## src/hw/rtl/mhp_pkg.sv

```systemverilog
// Shared constants and control types for the multiplicative hash partitioner.
package mhp_pkg;

  localparam int VALUE_W     = 32;
  localparam int HB_W        = 4;
  localparam int MAX_HB      = 8;
  localparam int PART_W      = 8;
  localparam int SLOT_W      = 20;
  localparam int CNT_W       = 21;
  localparam int NUM_PARTS   = 1 << PART_W;
  localparam int CFG_IDX_W   = 2;
  localparam int CFG_W       = 21;
  localparam int OUT_TDATA_W = 72;

  localparam logic [VALUE_W-1:0] GOLDEN_Q32 = 32'h9E3779B9;
  localparam logic [CNT_W-1:0]   CAP_MAX    = CNT_W'(1 << SLOT_W);
  localparam logic [CNT_W-1:0]   CAP_RESET  = CNT_W'(1048576);
  localparam logic [HB_W-1:0]    HB_RESET   = HB_W'(3);

  localparam logic [CFG_IDX_W-1:0] CFG_PART_BITS = 2'd0;
  localparam logic [CFG_IDX_W-1:0] CFG_CAPACITY  = 2'd1;

  // controller -> datapath
  typedef struct packed {
    logic load_in;
    logic mul;
    logic rd;
    logic upd;
  } cmd_t;

  // datapath -> controller
  typedef struct packed {
    logic out_free;
  } sts_t;

endpackage

```

## src/hw/rtl/mhp_ctrl.sv

```systemverilog
// Sequencer for one word at a time: accept, multiply, counter read, update.
module mhp_ctrl (
  input  logic          clk,
  input  logic          rst_n,
  input  logic          in_tvalid,
  output logic          in_tready,
  input  mhp_pkg::sts_t sts,
  output mhp_pkg::cmd_t cmd
);

  typedef enum logic [1:0] {
    S_IDLE,
    S_MUL,
    S_READ,
    S_UPD
  } state_t;

  state_t state_r;
  state_t state_nxt;

  always_comb begin
    state_nxt = state_r;
    case (state_r)
      S_IDLE: if (in_tvalid) state_nxt = S_MUL;
      S_MUL:  state_nxt = S_READ;
      S_READ: state_nxt = S_UPD;
      S_UPD:  if (sts.out_free) state_nxt = S_IDLE;
      default: state_nxt = S_IDLE;
    endcase
  end

  always_ff @(posedge clk) begin
    if (!rst_n) begin
      state_r <= S_IDLE;
    end else begin
      state_r <= state_nxt;
    end
  end

  assign in_tready   = (state_r == S_IDLE);
  assign cmd.load_in = in_tready && in_tvalid;
  assign cmd.mul     = (state_r == S_MUL);
  assign cmd.rd      = (state_r == S_READ);
  assign cmd.upd     = (state_r == S_UPD) && sts.out_free;

endmodule

```

## config.mk

```make
export PLATFORM = sky130hd
export DESIGN_NAME = mhp_ctrl
export DESIGN_NICKNAME = d
export VERILOG_FILES = /design/src/hw/rtl/mhp_pkg.sv /design/src/hw/rtl/mhp_ctrl.sv
export SDC_FILE = /design/constraint.sdc
export NUM_CORES = 1
export LEC_CHECK = 0
export BUFFER_PORTS_ARGS = -buffer_cell sky130_fd_sc_hd__clkbuf_2
export CORE_AREA = 10 10 47 49
export CTS_BUF_LIST = sky130_fd_sc_hd__clkbuf_4
export CTS_CLUSTER_DIAMETER = 150
export DETAILED_ROUTE_END_ITERATION = 6
export DIE_AREA = 0 0 57 59
export GPL_ROUTABILITY_DRIVEN = 0
export PLACE_DENSITY_LB_ADDON = 0.08
export SLEW_MARGIN = 5
export SYNTH_ARGS = -nofsm -noshare
export SYNTH_HDL_FRONTEND = slang
export SYNTH_SLANG_ARGS = --single-unit
```

## constraint.sdc

```tcl
create_clock -name clk -period 1.3 [get_ports clk]
set_input_delay 0.26 -clock clk [delete_from_list [all_inputs] [get_ports clk]]
set_output_delay 0.26 -clock clk [all_outputs]
set_load 0.01 [all_outputs]
```

# After elaboration in Yosys (flattened, before gate mapping)
# Cells that the tools add are included.
[classes]
n_eq_ne = 5
mux = 3
n_reduce_logical = 4
[op_table]
columns = ["cell", "n"]
rows = [
  ["2-bit one-hot mux with 4 select lines", 1],
  ["2-bit == test (second input constant)", 2],
  ["2-bit two-way mux", 2],
  ["2-bit inequality test (second input constant)", 2],
  ["2-bit by 1-bit == test with 1-bit output (second input constant)", 1],
  ["1-bit logical AND", 2],
  ["2-bit zero test", 1],
  ["2-bit AND reduction", 1],
]
[word_totals]
register_bits = 2
in_bits = 4
out_inout_bits = 5
wordCells = 13

# Logic depth before layout (Yosys ltp)
[logic_depth]
ltp_word = 3
ltp_mapped = 4
mapped_depth_nobuf = 4

# Least setup slack after synthesis
# Ideal clock, no wire load.
[synth_timing]
kind = "reg-to-reg"
from = "reg state_r[0]"
to = "reg state_r[0]"
setup_ns = 0.115
arrival_ns = 1.065
required_time_ns = 1.185
setup_slack_ns = 0.120
stages_incl_launch_ff = 5
path_buffers = 0
period_less_slack_ns = 1.180
cell_sequence = "dfxtp_1 -> inv_1 -> ha_1 -> o31a_1 -> o21a_1"
[synth_between]
elab_chain_len = 3
word_cells_on_any_way = 8
classes_between = "5 x eq/ne; 1 x mux; 2 x reduce/logical"
[synth_lines]
columns = ["element", "line", "source"]
rows = [
  ["from (decl)", "mhp_ctrl.sv:18", "state_t state_r;"],
  ["from (signal assigned)", "mhp_ctrl.sv:36", "state_r <= state_nxt;"],
  ["2-bit zero test *", "n/a", ""],
  ["net in_tready", "mhp_ctrl.sv:6", "output logic in_tready,"],
  ["2-bit inequality test (no source line)", "n/a", ""],
  ["2-bit AND reduction (no source line)", "n/a", ""],
]
# Mark *: on every way through the listed nets, which the timed path passes. The rest lies on a longest branch.
# A chain may end at the register's enable or synchronous reset.

==> impl_metrics.toml <==
[synth]
synth_edf_count = 0
syn_inst = 18
yosys.area.top_type = "ha_1"
synth-seq-cells = 2
synth_area_leaders = "ha_1, dfxtp_1, nor2b_4"
synth_flop_cell = "dfxtp_1"
yosysMostFrequentCell = "ha_1"
yosys-top-cells-count = "ha_1, inv_1, dfxtp_1, nand2_1"
synth_area_um2 = 171.4
ys_seq_area_share_pct = 23.36
synth_cell_type_count = 11
yosys_warnings = 0
syn-num-nets = 26
netlist.area_leader.share_pct = 29.20
async_flop_share_pct = 0
syn_avg_cell_area_um2 = 9.523

[setup_path]
critPathCaptureType = "output port"
cp_cell_sequence = "ha_2 > and2_2 > buf_6"
worst_path_max_delay_cell = "dfxtp_4"
critPathArrivalTime_ns = 1.03
cp_max_fo = 4
reg2reg_from = "state_r[0]$_SDFFE_PN0P_"
required_ns = 1.04
cpPeakStageDelay_ns = 0.34
reg2reg_slack_ns = 0.12
worst-setup-path-type = "reg -> out"
worstReg2RegEnd = "state_r[0]$_SDFFE_PN0P_"
startpoint_type = "flip-flop"
r2r_cells = 5

[sta]
clock_skew_ns = 0.005597
setup_viol = 0
finalHoldViolCount = 0
worst_slack_ns = 0.01017
rsz0062_at_grt = "true"
slew_viol_final = 0
tightest_slew_ns = 0.1202
setup-tns-final_ns = 0
fin_hold_ws_ns = 0.3149
fin_crit_sh_pct = 99.22
fmax_mhz = 775.3
min_period_ns = 1.290
max_slew_margin_pct = 91.76

[power]
switching_share_pct = 35.68
p_total_uw = 566.1
sequentialPowerShare_pct = 21.7
comb_power_share_pct = 54.5
worst_ir_drop_vdd_uv = 623.1
pwr-share-clk_pct = 23.8
switchingPower_uw = 202.0
leakage_nw = 0.1426
power.density_nw_per_um2 = 1870
p_int_uw = 364.1

[place]
dp_hpwl_um = 376.2
dp.cells = 42
dpl_worst_slack_ns = 0.06309
port_buffers = 8
placed_area_um2 = 231.5

[cts]
cts_max_level = 1
clk_path_buf_depth = 2
clkSlewWorstSetupHoldPaths_ns = 0.03
cts_root_buf = "clkbuf_4"
cts_sinks = 2
cts_made_buffers = 3
cts_tree = "done"
clk_latency_ns = 0.22
holdBufCountCts = 0

[final_layout]
num-fill-cells = 166
largestRegisters = "state_r x2"
largest_register_ffs = 2
final_area_um2 = 302.8
num_antenna_cells = 0
multi_input_area_um2 = 140.1
register_area_um2 = 47.55
regMostFlops = "state_r"
fin_nets = 41
syn_to_final_growth_pct = 76.64
final_cells = 47
layout-drive-gt1-share_pct = 77.42
post-route-util_pct = 21.61

[route]
dr.pass1.iters = 2
wire_per_inst_um = 10.15
vias = 167
ant_nets = 0
drc = 0
drt_iter0_markers = 1
via_per_inst = 3.553
drt-total-wl_um = 477

[floorplanning]
fp.dieArea_um2 = 3363
die_w_um = 57
io_pins = 9
start_util_pct = 12.23
fp-row-count = 14
core_area_um2 = 1401
chipHeight_um = 59

[global_route]
grt_max_degree = 5
globalRouteTotalUtil_pct = 3.585
grt_pass1_vias = 203
grt_pass1_wl_um = 869
antenna_found_initial = 0
overflow = 0

[worst_hold_path]
hold_end = "state_r[1]$_SDFFE_PN0P_"
hold_class = "in -> reg"
whs_path_depth = 3
hold_start = "rst_n"

[run]
cap_violations = 0

[status]
status = "completed"
[layout by cell type (no fill, tap or decap), types with 2 or more instances in the layout]
cell type  instances
ha_2               2
buf_4              2
inv_2              2
dfxtp_4            2
clkbuf_2           6
clkbuf_4           3
nand2_1            2
[power by group through the flow]
stage	Clock (mW)	Sequential (mW)	Combinational [mW]
2_1_floorplan	0	0.104	0.158
3_3_place_gp	0	0.110	0.239
3_5_place_dp	0	0.110	0.237
4_1_cts	0.143	0.116	0.317
5_1_grt	0.155	0.130	0.347
6_report	0.135	0.123	0.308
[worst max path at each step]
stage | startpoint | end | cells after the start
2_1_floorplan | state_r[0]$_SDFFE_PN0P_ | state_r[0]$_SDFFE_PN0P_ | 4
3_3_place_gp | state_r[1]$_SDFFE_PN0P_ | state_r[0]$_SDFFE_PN0P_ | 4
3_5_place_dp | state_r[1]$_SDFFE_PN0P_ | cmd[3] | 4
4_1_cts | state_r[0]$_SDFFE_PN0P_ | cmd[3] | 4
5_1_grt | state_r[0]$_SDFFE_PN0P_ | cmd[0] | 3
6_report | state_r[0]$_SDFFE_PN0P_ | cmd[0] | 3
[critical path, delay by kind of cell, from the launching register on]
family        cells  cell delay, ns
buf+inv           1            0.12
fa+ha+maj         1            0.18
simple gates      1            0.17
flops             1            0.34
[per-layer routing]
layer / global-route usage [%] / wire [um] / up-vias
met5: 0 / 0 / -
li1: - / - / 85
met2: 4.806 / 209 / 8
met3: 4.077 / 63 / 2
met4: 2.013 / 7 / 0
met1: 3.203 / 197 / 72
[cell families (layout without fill, tap and decap cells)]
kind of cell	count (synthesis)	count (layout)	share of synthesized area, %
AND/OR/NAND/NOR	5	5	20.44
adder cells (fa/ha/maj)	4	4	29.20
AO/OA/AOI/OAI	3	3	14.60
buffers and inverters	3	16	6.569
multiplexers	1	1	5.840
flip-flops	2	2	23.36
[timing repair]
item / 4_1_cts / 5_1_grt
setup endpoints to repair: 3 / 3
resized for setup: 8 / 6
endpoints found under the hold margin: 0 / 0
setup buffers: 2 / 0
pin swaps: 1 / 0
[final cells by class]
cell class                 instances  share of cell area (%)
inverter                           3                   3.719
sequential                         2                   15.70
clock buffer                       3                   7.438
tap                               16                   6.612
timing repair buffer              10                   20.25
multi-input combinational         13                   46.28
Note: power is estimated with default switching activity, not from simulation.
